$ cat config.mk
export PLATFORM = sky130hd
export DESIGN_NAME = bankers_safe_request_grant
export DESIGN_NICKNAME = d
export VERILOG_FILES = /design/src/rtl/bsrg_pkg.sv /design/src/rtl/bsrg_ram.sv /design/src/rtl/bsrg_rows.sv /design/src/rtl/bankers_safe_request_grant.sv
export SDC_FILE = /design/constraint.sdc
export NUM_CORES = 2
export LEC_CHECK = 0
export ABC_AREA = 1
export BUFFER_PORTS_ARGS = -buffer_cell sky130_fd_sc_hd__buf_2
export CAP_MARGIN = 5
export CORE_UTILIZATION = 34
export CTS_CLUSTER_SIZE = 10
export DETAILED_ROUTE_END_ITERATION = 8
export HOLD_SLACK_MARGIN = 0.05
export PLACE_DENSITY_LB_ADDON = 0.15
export RECOVER_POWER = 25
export SYNTH_ARGS = -nofsm -noshare
export SYNTH_HDL_FRONTEND = slang
export SYNTH_SLANG_ARGS = --single-unit
export TNS_END_PERCENT = 30
$ cat constraint.sdc
create_clock -name clk -period 12.6 [get_ports clk]
set_input_delay 1.26 -clock clk [delete_from_list [all_inputs] [get_ports clk]]
set_output_delay 1.26 -clock clk [all_outputs]
set_load 0.02 [all_outputs]
$ cat src/rtl/bsrg_pkg.sv
`default_nettype none
// ----------------------------------------------------------------------------
// bsrg_pkg
// Shared types and constants of the banker's admission unit.
// ----------------------------------------------------------------------------
package bsrg_pkg;

	localparam int unsigned MAX_PROCS = 16;
	localparam int unsigned MAX_RES   = 5;
	localparam int unsigned PID_W     = $clog2(MAX_PROCS);
	localparam int unsigned RID_W     = 3;
	localparam int unsigned WORK_W    = 13;
	localparam int unsigned NPROC_W   = 5;
	localparam int unsigned NRES_W    = 3;
	localparam int unsigned ROW_W     = 8 * MAX_RES;
	localparam logic [WORK_W-1:0] WORK_MAX = {WORK_W{1'b1}};

	// item types
	localparam logic [1:0] T_LOAD_PROC  = 2'd0;
	localparam logic [1:0] T_LOAD_AVAIL = 2'd1;
	localparam logic [1:0] T_REQUEST    = 2'd2;

	// result codes
	localparam logic [2:0] ST_LOADED   = 3'd0;
	localparam logic [2:0] ST_GRANTED  = 3'd1;
	localparam logic [2:0] ST_EXCEEDS  = 3'd2;
	localparam logic [2:0] ST_WAIT     = 3'd3;
	localparam logic [2:0] ST_UNSAFE   = 3'd4;
	localparam logic [2:0] ST_BADIDX   = 3'd5;
	localparam logic [2:0] ST_CLAIMLOW = 3'd6;

	// config register indexes
	localparam logic [NRES_W-1:0] CFG_NPROC = 3'd0;
	localparam logic [NRES_W-1:0] CFG_NRES  = 3'd1;

	typedef enum logic [3:0] {
		S_IDLE,
		S_LOAD_RD,
		S_LOAD_WR,
		S_REQ_RD,
		S_REQ_CHK,
		S_SCAN_RD,
		S_SCAN_CHK,
		S_ROLLBACK,
		S_DONE
	} state_t;

	// request to the row memories
	typedef struct packed {
		logic             we;
		logic [PID_W-1:0] addr;
		logic [ROW_W-1:0] alloc_wd;
		logic [ROW_W-1:0] need_wd;
	} row_req_t;

endpackage : bsrg_pkg
`default_nettype wire

$ cat src/rtl/bsrg_ram.sv
`default_nettype none
// ----------------------------------------------------------------------------
// bsrg_ram
// Generic single-port RAM with registered read data.
// ----------------------------------------------------------------------------
module bsrg_ram #(
	parameter int unsigned WIDTH = 8,
	parameter int unsigned DEPTH = 16
) (
	input  wire logic                     clk,
	input  wire logic                     we,
	input  wire logic [$clog2(DEPTH)-1:0] addr,
	input  wire logic [WIDTH-1:0]         wdata,
	output logic      [WIDTH-1:0]         rdata
);
	logic [WIDTH-1:0] mem_q [DEPTH];

	// read first port, read data registered
	always_ff @(posedge clk) begin
		if (we) begin
			mem_q[addr] <= wdata;
		end
		rdata <= mem_q[addr];
	end
endmodule : bsrg_ram
`default_nettype wire

$ cat src/rtl/bsrg_rows.sv
`default_nettype none
// ----------------------------------------------------------------------------
// bsrg_rows
// Per-process allocation and need rows, one memory each, shared address.
// ----------------------------------------------------------------------------
module bsrg_rows
	import bsrg_pkg::*;
(
	input  wire logic             clk,
	input  wire row_req_t         req,
	output logic      [ROW_W-1:0] alloc_rd,
	output logic      [ROW_W-1:0] need_rd
);
	// allocation rows
	bsrg_ram #(.WIDTH(ROW_W), .DEPTH(MAX_PROCS)) u_alloc (
		.clk  (clk),
		.we   (req.we),
		.addr (req.addr),
		.wdata(req.alloc_wd),
		.rdata(alloc_rd)
	);

	// need rows
	bsrg_ram #(.WIDTH(ROW_W), .DEPTH(MAX_PROCS)) u_need (
		.clk  (clk),
		.we   (req.we),
		.addr (req.addr),
		.wdata(req.need_wd),
		.rdata(need_rd)
	);
endmodule : bsrg_rows
`default_nettype wire

$ cat src/rtl/bankers_safe_request_grant.sv
`default_nettype none
// ----------------------------------------------------------------------------
// bankers_safe_request_grant
// Banker's algorithm admission: loads, requests and safety scan over rows
// held in a pair of synchronous memories.
// ----------------------------------------------------------------------------
// channel | signals                          | transfer when
// in      | in_valid/in_ready, req_type..req_4| in_valid & in_ready
// out     | out_valid/out_ready, status      | out_valid & out_ready
// cfg     | cfg_we, cfg_index, cfg_data      | cfg_we
//
// One item at a time. A process load reads then writes its row; available
// loads and bad items go straight to the result; a rejected request reads
// and checks the requester row. A granted request runs a safety scan of up
// to N passes over N rows, each row a memory read plus check; a rollback
// reuses the load path. The single row memory port paces the scan.
// Result sits in an output register; a stall on out holds the next item.
// Reset clears control state; memory contents are undefined until loaded.
// ----------------------------------------------------------------------------
module bankers_safe_request_grant
	import bsrg_pkg::*;
(
	input  wire logic              clk,
	input  wire logic              arst_n,
	input  wire logic              in_valid,
	output logic                   in_ready,
	input  wire logic [1:0]        req_type,
	input  wire logic [3:0]        process_id,
	input  wire logic [2:0]        resource_id,
	input  wire logic [7:0]        first_value,
	input  wire logic [7:0]        second_value,
	input  wire logic [7:0]        req_0,
	input  wire logic [7:0]        req_1,
	input  wire logic [7:0]        req_2,
	input  wire logic [7:0]        req_3,
	input  wire logic [7:0]        req_4,
	output logic                   out_valid,
	input  wire logic              out_ready,
	output logic      [2:0]        status,
	input  wire logic              cfg_we,
	input  wire logic [2:0]        cfg_index,
	input  wire logic [4:0]        cfg_data
);
	state_t state_q, state_d;

	logic [NPROC_W-1:0] nproc_q;
	logic [NRES_W-1:0]  nres_q;
	logic [PID_W-1:0]   n_last;     // processes in use minus one
	logic [MAX_RES-1:0] res_en;     // resource types in use

	logic [PID_W-1:0]   pid_q;
	logic [RID_W-1:0]   rid_q;
	logic [7:0]         a_q, b_q;
	logic [7:0]         rq_q [MAX_RES];
	logic [7:0]         avail_q [MAX_RES];
	logic [WORK_W-1:0]  work_q [MAX_RES];
	logic [MAX_PROCS-1:0] fin_q;
	logic [PID_W-1:0]   row_q;
	logic               prog_q;
	logic [2:0]         status_q;
	logic               out_valid_q;

	// rollback flag: load path reused to restore the requester row
	logic rb_q;

	row_req_t           rreq;
	logic [ROW_W-1:0]   alloc_rd, need_rd;

	bsrg_rows u_rows (
		.clk     (clk),
		.req     (rreq),
		.alloc_rd(alloc_rd),
		.need_rd (need_rd)
	);

	// clamped register values
	always_comb begin
		if (nproc_q == '0) n_last = '0;
		else if (nproc_q >= NPROC_W'(MAX_PROCS)) n_last = PID_W'(MAX_PROCS - 1);
		else n_last = PID_W'(nproc_q - 1'b1);
		for (int j = 0; j < MAX_RES; j++) begin
			res_en[j] = (NRES_W'(j) < nres_q) || (j == 0);
		end
	end

	// per-resource comparisons on the read row
	logic [MAX_RES-1:0] exceed_need, exceed_avail, fits;
	always_comb begin
		for (int j = 0; j < MAX_RES; j++) begin
			exceed_need[j]  = res_en[j] && (rq_q[j] > need_rd[8*j +: 8]);
			exceed_avail[j] = res_en[j] && (rq_q[j] > avail_q[j]);
			fits[j]         = !res_en[j] || ({5'd0, need_rd[8*j +: 8]} <= work_q[j]);
		end
	end

	assign in_ready  = (state_q == S_IDLE) && !out_valid_q;
	assign out_valid = out_valid_q;
	assign status    = status_q;

	wire in_xfer   = in_valid && in_ready;
	wire last_row  = (row_q == n_last);
	wire fit_now   = !fin_q[row_q] && &fits;

	function automatic logic done_all_next(input logic [MAX_PROCS-1:0] f,
		input logic [PID_W-1:0] r, input logic [PID_W-1:0] nl);
		logic [MAX_PROCS-1:0] g;
		logic ok;
		g = f;
		g[r] = 1'b1;
		ok = 1'b1;
		for (int i = 0; i < MAX_PROCS; i++) begin
			if (PID_W'(i) <= nl && !g[i]) ok = 1'b0;
		end
		return ok;
	endfunction

	// next state and memory access
	always_comb begin
		state_d       = state_q;
		rreq.we       = 1'b0;
		rreq.addr     = pid_q;
		rreq.alloc_wd = alloc_rd;
		rreq.need_wd  = need_rd;
		unique case (state_q)
			S_IDLE: begin
				rreq.addr = process_id;
				if (in_xfer) begin
					if (req_type == T_LOAD_PROC && resource_id < RID_W'(MAX_RES))
						state_d = S_LOAD_RD;
					else if (req_type == T_REQUEST && {1'b0, process_id} <= {1'b0, n_last})
						state_d = S_REQ_RD;
					else
						state_d = S_DONE;
				end
			end
			S_LOAD_RD: state_d = S_LOAD_WR;
			S_LOAD_WR: begin
				rreq.we = 1'b1;
				for (int j = 0; j < MAX_RES; j++) begin
					if (rb_q) begin
						// undo the tentative grant on the requester row
						if (res_en[j]) begin
							rreq.alloc_wd[8*j +: 8] = 8'(alloc_rd[8*j +: 8] - rq_q[j]);
							rreq.need_wd[8*j +: 8]  = 8'(need_rd[8*j +: 8] + rq_q[j]);
						end
					end else if (RID_W'(j) == rid_q) begin
						rreq.alloc_wd[8*j +: 8] = a_q;
						rreq.need_wd[8*j +: 8]  = (b_q >= a_q) ? 8'(b_q - a_q) : 8'd0;
					end
				end
				state_d = S_DONE;
			end
			S_REQ_RD: state_d = S_REQ_CHK;
			S_REQ_CHK: begin
				if (|exceed_need || |exceed_avail) begin
					state_d = S_DONE;
				end else begin
					// tentative grant written back
					rreq.we = 1'b1;
					for (int j = 0; j < MAX_RES; j++) begin
						if (res_en[j]) begin
							rreq.alloc_wd[8*j +: 8] = 8'(alloc_rd[8*j +: 8] + rq_q[j]);
							rreq.need_wd[8*j +: 8]  = 8'(need_rd[8*j +: 8] - rq_q[j]);
						end
					end
					state_d = S_SCAN_RD;
				end
			end
			S_SCAN_RD: begin
				rreq.addr = row_q;
				state_d   = S_SCAN_CHK;
			end
			S_SCAN_CHK: begin
				if (fit_now && done_all_next(fin_q, row_q, n_last)) begin
					state_d = S_DONE;
				end else if (last_row && !(prog_q || fit_now)) begin
					state_d = S_ROLLBACK;
				end else begin
					state_d = S_SCAN_RD;
				end
			end
			S_ROLLBACK: begin
				// undo the grant on the requesting row, read again through the load path
				state_d = S_LOAD_RD;
			end
			S_DONE: state_d = S_IDLE;
			default: state_d = S_IDLE;
		endcase
	end

	always_ff @(posedge clk or negedge arst_n) begin
		if (!arst_n) begin
			state_q     <= S_IDLE;
			nproc_q     <= NPROC_W'(1);
			nres_q      <= NRES_W'(1);
			out_valid_q <= 1'b0;
			fin_q       <= '0;
			prog_q      <= 1'b0;
			row_q       <= '0;
			rb_q        <= 1'b0;
			status_q    <= ST_LOADED;
			for (int j = 0; j < MAX_RES; j++) work_q[j] <= '0;
		end else begin
			state_q <= state_d;
			if (cfg_we && cfg_index == CFG_NPROC) nproc_q <= cfg_data;
			if (cfg_we && cfg_index == CFG_NRES)  nres_q  <= cfg_data[NRES_W-1:0];
			if (out_valid_q && out_ready) out_valid_q <= 1'b0;
			unique case (state_q)
				S_IDLE: begin
					rb_q <= 1'b0;
					if (in_xfer) begin
						status_q <= (req_type == T_LOAD_AVAIL
							&& resource_id < RID_W'(MAX_RES)) ? ST_LOADED : ST_BADIDX;
					end
				end
				S_LOAD_WR: begin
					if (rb_q) status_q <= ST_UNSAFE;
					else status_q <= (b_q >= a_q) ? ST_LOADED : ST_CLAIMLOW;
				end
				S_REQ_CHK: begin
					fin_q  <= '0;
					row_q  <= '0;
					prog_q <= 1'b0;
					if (|exceed_need) status_q <= ST_EXCEEDS;
					else if (|exceed_avail) status_q <= ST_WAIT;
					else begin
						for (int j = 0; j < MAX_RES; j++)
							work_q[j] <= WORK_W'(8'(avail_q[j] - (res_en[j] ? rq_q[j] : 8'd0)));
					end
				end
				S_SCAN_CHK: begin
					if (fit_now) begin
						fin_q[row_q] <= 1'b1;
						for (int j = 0; j < MAX_RES; j++) begin
							if (res_en[j]) begin
								if ({1'b0, work_q[j]} + {6'd0, alloc_rd[8*j +: 8]} > {1'b0, WORK_MAX})
									work_q[j] <= WORK_MAX;
								else
									work_q[j] <= WORK_W'(work_q[j] + {5'd0, alloc_rd[8*j +: 8]});
							end
						end
						status_q <= ST_GRANTED;
					end
					// progress flag restarts with each pass
					prog_q <= !last_row && (prog_q || fit_now);
					row_q  <= last_row ? '0 : row_q + 1'b1;
				end
				S_ROLLBACK: rb_q <= 1'b1;
				S_DONE: out_valid_q <= 1'b1;
				default: ;
			endcase
		end
	end

	// item payload and available counts
	always_ff @(posedge clk) begin
		if (in_xfer) begin
			pid_q  <= process_id;
			rid_q  <= resource_id;
			a_q    <= first_value;
			b_q    <= second_value;
			rq_q[0] <= req_0;
			rq_q[1] <= req_1;
			rq_q[2] <= req_2;
			rq_q[3] <= req_3;
			rq_q[4] <= req_4;
			if (req_type == T_LOAD_AVAIL && resource_id < RID_W'(MAX_RES))
				avail_q[resource_id] <= first_value;
		end
		if (state_q == S_REQ_CHK && !(|exceed_need || |exceed_avail)) begin
			for (int j = 0; j < MAX_RES; j++)
				if (res_en[j]) avail_q[j] <= 8'(avail_q[j] - rq_q[j]);
		end
		if (state_q == S_LOAD_WR && rb_q) begin
			for (int j = 0; j < MAX_RES; j++)
				if (res_en[j]) avail_q[j] <= 8'(avail_q[j] + rq_q[j]);
		end
	end

`ifndef SYNTHESIS
	a_out_hold: assert property (@(posedge clk) disable iff (!arst_n)
		out_valid && !out_ready |=> out_valid && $stable(status))
		else $error("result changed while stalled");
	a_no_accept_busy: assert property (@(posedge clk) disable iff (!arst_n)
		state_q != S_IDLE |-> !in_ready)
		else $error("item accepted while busy");
	a_fin_subset: assert property (@(posedge clk) disable iff (!arst_n)
		state_q == S_SCAN_RD && $past(state_q) == S_REQ_CHK |-> fin_q == '0)
		else $error("scan started with stale finished flags");
`endif
endmodule : bankers_safe_request_grant
`default_nettype wire

== Word-level counts from Yosys, hierarchy flattened ==
Memory sizes are Yosys's and may differ from the RTL's. A register that Yosys moved wholly into a read port is not among the register bits.
Index checks and enable logic that the tools add are counted.
W data, S select, Z words.

* Flip-flop bits (word level): 126
* Bits in latches: 0
* Bits in writable memories: 1360
* Memory bits (read-only): 0
* Input bits: 78
* Output and inout bits: 5
* Logic and storage cells: 380
* Memories kept: 4

{| class="wikitable"
|+ Memories
! memory !! words !! bits a word !! read ports !! clocked after Yosys merged registers in !! wr ports !! line !! text
|-
| u_rows.u_alloc.mem_q || 16 || 40 || 1 || 1 || 1 || bsrg_ram.sv:16 || <nowiki>logic [WIDTH-1:0] mem_q [DEPTH];</nowiki>
|-
| u_rows.u_need.mem_q || 16 || 40 || 1 || 1 || 1 || bsrg_ram.sv:16 ||
|-
| avail_q || 5 || 8 || 5 || 0 || 5 || bankers_safe_request_grant.sv:55 || <nowiki>logic [7:0] avail_q [MAX_RES];</nowiki>
|-
| rq_q || 5 || 8 || 5 || 0 || 5 || bankers_safe_request_grant.sv:54 || <nowiki>logic [7:0] rq_q [MAX_RES];</nowiki>
|}

* Add/sub/neg operators: 47
* Multiply operators: 0
* Div/mod/pow operators: 0
* Magnitude comparators: 46
* Equal/unequal tests: 25
* Shift operators: 0
* Mux-type cells: 144
* Bitwise logic cells: 6
* Reductions and logical operators: 90

{| class="wikitable"
|+ Operators with widths
! operator !! count
|-
| $mux W8 || 47
|-
| $mux W65 || 3
|-
| $pmux W80 S2 || 1
|-
| $sub A8 B8 Y8 || 20
|-
| $pmux W65 S2 || 1
|-
| $add A8 B8 Y8 || 15
|-
| $mux W13 || 9
|-
| $gt A8 B8 Y1 || 10
|-
| $mux W80 || 1
|-
| $add A13 B8 Y14 || 5
|-
| $gt A14 B13 Y1 const B || 5
|-
| $add A13 B8 Y13 || 5
|-
| $le A8 B13 Y1 || 5
|-
| $mux W1 || 54
|-
| $logic_and A1 B1 Y1 || 39
|-
| $le A4 B4 Y1 const A || 8
|-
| $mux W4 || 8
|-
| $pmux W16 S2 || 1
|-
| $pmux W4 S8 || 1
|-
| $logic_not A1 Y1 || 25
|-
| $reduce_and A5 Y1 || 5
|-
| $mux W3 || 8
|-
| $eq A4 B3 Y1 const B || 4
|-
| $le A3 B4 Y1 const A || 4
|-
| 45 further kinds || 74
|}

== Longest topological paths before layout ==
* Depth in word-level cells: 27
* Mapped depth: 18
* Gate-level depth less buffers: 18

== Cells and area by module ==
A second synthesis with hierarchy kept.

* Cell total of the unflattened synthesis: 9312
* Area total of the unflattened synthesis: 82761.9 um2

{| class="wikitable"
|+ Modules (own cells, without submodules)
! module !! times used !! cells an instance !! area an instance (um2) !! sequential area each (um2)
|-
| bsrg_ram || 2 || 2633 || 27702.8 || 20019.2
|-
| bankers_safe_request_grant || 1 || 4046 || 27356.2 || 5672.9
|}

== Worst setup path after synthesis ==
Ideal clock, no wire load.

* Path kind: input-to-reg
* From: in in_valid
* To: mem avail_q[0][0] (enable)
* Setup time: 0.384 ns
* Arrival time: 6.985 ns
* Required time: 12.216 ns
* Slack: 5.231 ns
* Stages: 5
* Path buffers: 0
* Path through: nor3b_1 > nand2_1 > inv_1 > nand3b_1 > o21ai_0

{| class="wikitable"
|+ RTL lines
! item !! line !! text
|-
| start, declared || bankers_safe_request_grant.sv:25 || <nowiki>input wire logic in_valid,</nowiki>
|-
| end, declared || bankers_safe_request_grant.sv:55 ||
|}

==> run summary <==
The flow ran to the end, but the final reports show violations. The final reports fail on capacitance limit, slew limit. Worst hold slack after final layout: 0.476 ns.

The category of cells accounting for the largest share of critical-path delay was buffers and inverters. The required time of the worst setup path was 13.11 ns; the sink count of the clock tree was 1566. The critical path ends at u_rows.u_need.mem_q[5][16]$_DFFE_PP_. In this run the tightest slew margin relative to its limit is -142%. After detailed routing, the number of remaining DRC violations is 0. The number of vias in the routed layout is 58900, and the worst path buffer plus inverter count is 5. For the finished layout, the period the worst path requires is 8.78 ns. The count of flip-flops with a built-in enable after synthesis is 1383. Detailed placement ended at an HPWL of 188000 um. The worst register-to-register path begins at nres_q[2]$_DFFE_PN0P_. Dividing total power by cell area gives a power density of 278 mW/mm^2. The vertical extent of the die was 480 um; the sum of negative setup slack was 0 ns. Critical path start-end classification: register to register. The via count of the first global-routing pass was 56800; the design area was 0.0868 sq mm. The synthesized flop and latch total was 1566; the number of search-and-repair iterations in the first detailed-routing pass was 6. 83 I/O pins were placed. The analysis attributes to cell leakage a power of 33.1 nW.

The tools report the count of antenna-violating nets left after detailed routing as 0. The post-synthesis instance total was 7859; the initial core utilization was 34.2%. TritonCTS built the clock tree.

The floorplan step defined a die boundary enclosing 0.230 sq mm. The most common library cell in the layout ignoring fill and taps was nand2_1. The design draws 24.1 mW. The synthesized netlist net count came out at 8323. The worst min-delay path class was register to register.

Capturing element type of the critical path: a register. The area of combinational cells with multiple inputs was 0.0286 sq mm; the total number of yosys warnings was 0. Fill cells in the final layout number 22500.

The signal on the critical path passes through clkbuf_1 -> inv_1 -> nand2_1 -> clkbuf_1 -> nand3_1 -> nand3_1 -> nor2_1 -> nand2_1 -> buf_4 -> nand2_1 -> clkinvlp_2 -> a21oi_1 -> nand3_1. The region available for standard cell placement spans 0.227 sq mm. Along the worst path, the maximum fanout reaches 41. Buffers added to address setup during post-CTS repair amount to 0.

The area growth from synthesis to layout is 11.8%, and the ratio of routed vias to standard cells is 5.33. Setup repair after global routing left no endpoint under its margin. The number of antenna violations at the first check in global routing was 37; the number of buffers added to fix hold violations after cts was 0. The async set or reset register ratio after synthesis is 6.58%. After the first detailed-routing iteration, the DRC count stood at 6119. Counting buffers and inverters, the worst setup path is 13 cells deep. In this run the horizontal extent of the chip is 480 um.

The cell sitting at the root of the clock tree is a clkbuf_16. The max-slew violation count was 670. For flop-to-flop paths, the worst setup slack is 3.82 ns.

For this run, the share of the core covered by cells in the final layout is 38.2%. The clock-pin slew reported for the worst setup and hold paths after clock tree synthesis came out at 0.06 ns. The run gives 0.917 as the global placer's final weighted congestion. The top achievable clock speed is 0.114 GHz, and the number of core rows is 175.

No sink is reached through more buffers than the 3 on the longest clock path. The tools report the number of endpoints failing setup at the final stage as 0. The sequential fraction of the synthesis area was 58.9%; the global route total overflow was 0. The run gives 0.000250 V as the peak ir drop on the vdd network.

On the final layout, the worst clock skew is 0.0808 ns. The most used flip-flop cell after synthesis is edfxtp_1. The startpoint of the most critical setup path was nres_q[2]$_DFFE_PN0P_. The final layout contains routed wiring with a total length of 283000 um. For this design, the slowest cell found on the critical path is clkbuf_1.

The portion of synthesized cell area occupied by the leading cell type was 53.5%; the combined flip-flop and latch cell area was 0.0457 sq mm. Yosys attributes the largest share of cell area to edfxtp_1 (53%), nand2_1 (14%), ha_1 (5.6%), dfrtp_1 (3.3%), nand4_1 (3.2%). Yosys mapped the design onto 58 distinct sky130hd cell types. Total global-route track usage: 24.2%. The placed instances occupy a cell area of 0.0815 sq mm. For the pin with the worst max-slew slack, the measured transition is 3.62 ns.

The worst register-to-register path has a depth of 13. Mean cell area of the mapped netlist: 9.88 sq um. Critical path startpoint category: a register.

The number of nets in the layout came out at 8383. For the clock latency reported for the late side of the worst-skew pair, the log shows 0.88 ns. The endpoint identified for the worst register-to-register timing path is u_rows.u_need.mem_q[5][16]$_DFFE_PP_. Data arrival time of the critical path: 9.29 ns. Port buffering added 82 buffers. Entering global routing, the biggest net connects 119 pins. After detailed routing, the average wire length per cell comes to 25.6 um. The library cells used most frequently in the layout, excluding fill and tap cells, are nand2_1 (2804), edfxtp_1 (1383), inv_1 (493). The mapped cell area is 0.0777 sq mm, and the proportion of layout cells with a drive suffix above 1 is 4.89%. After layout, the worst path uses 69.7% of the clock period. CTS built an H-tree with a depth of 4. The global-route wire length before repair came out at 407000 um.

The tool flagged a number of max-cap violations equal to 18. The logs give 0 for the final hold violation count and 0 for the post-cts resize count. TritonCTS created 186 clock buffers. The peak per-stage delay on the critical path is 1.45 ns. Of all cell types, the one taking the most synthesized area is edfxtp_1.
==> flip-flops by register name, summed over array words and instances, names as in the netlist, 5 cells and up <==
name,flops
fin_q,16
rq_q,40
u_rows.u_need.rdata,40
u_rows.u_alloc.mem_q,640
u_rows.u_need.mem_q,640
a_q,8
nproc_q,5
work_q,65
u_rows.u_alloc.rdata,40
avail_q,40
b_q,8
==> stage by stage <==
step,setup slack (ns),cells
2_1_floorplan,5.23,7859
3_3_place_gp,6.79,10700
5_1_grt,3.50,11100
6_report,3.82,11100
4_1_cts,6.71,11000
3_5_place_dp,6.69,10700
==> area by class of cell <==
class / count / share of cell area, %
repair buffers: 193 / 1.31
well taps: 3009 / 4.34
inverters: 513 / 2.23
clock inverters: 27 / 0.523
flip-flops and latches: 1566 / 52.7
clock buffers: 282 / 5.92
diodes: 5 / 0.0144
multi-input cells: 5459 / 33.0
==> cells in the mapped netlist, types with 80 or more instances <==
library cell  number
dfrtp_1          101
a21oi_1          388
nand4_1          395
o21ai_0          342
edfxtp_1        1383
clkbuf_1         128
dfxtp_1           80
nor2_1           291
nand3_1          300
buf_2            165
xor2_1           127
inv_1            490
nand2_1         2798
ha_1             346
==> logic make-up after synthesis <==
| group | after synthesis | synth area share, % |
|---|---|---|
| and+or+nand+nor | 3893 | 21.0 |
| adders and majority gates | 386 | 6.61 |
| DFF | 1566 | 58.9 |
| buffers and inverters | 834 | 4.38 |
| AOI/OAI and AO/OA | 1013 | 7.25 |
| xor gates and xnor gates | 167 | 1.88 |
==> worst min-delay path by stage <==
stage | start | to | slack (ns) | cells after the start
final | work_q[38]$_DFFE_PN0P_ | work_q[38]$_DFFE_PN0P_ | 0.48 | 2
after global routing | work_q[12]$_DFFE_PN0P_ | work_q[12]$_DFFE_PN0P_ | 0.50 | 2
after CTS | arst_n | work_q[17]$_DFFE_PN0P_ | 0.43 | 1
after detailed placement | work_q[12]$_DFFE_PN0P_ | work_q[12]$_DFFE_PN0P_ | 0.47 | 2
after global placement | work_q[25]$_DFFE_PN0P_ | work_q[25]$_DFFE_PN0P_ | 0.46 | 2
after floorplan | fin_q[14]$_DFFE_PN0P_ | fin_q[14]$_DFFE_PN0P_ | 0.44 | 2
==> per-layer routing <==
layer	share of wire [%]	global-route usage, %	vias to the layer above	wire, um
met5	0.016	0	-	44
met4	2.9	7.22	6	8150
met3	6.6	2.79	334	18700
met2	44	37.2	2108	124000
met1	47	35.7	29200	132000
li1	-	-	27200	-
==> tightest hold or removal path, delay by kind of cell (launching register included) <==
kind / cells / cell delay [ns]
flip-flops: 1 / 0.34
AND/OR/NAND/NOR: 2 / 0.11
==> where the power goes <==
part / total (mW) / leakage (nW) / internal, mW / switching, mW
clock: 5.05 / 2.67 / 2.85 / 2.20
sequential: 7.81 / 14.6 / 7.13 / 0.687
combinational: 11.3 / 15.8 / 2.77 / 8.50
total: 24.1 / 33.1 / 12.7 / 11.4
Note: power is estimated with default switching activity, not from simulation.
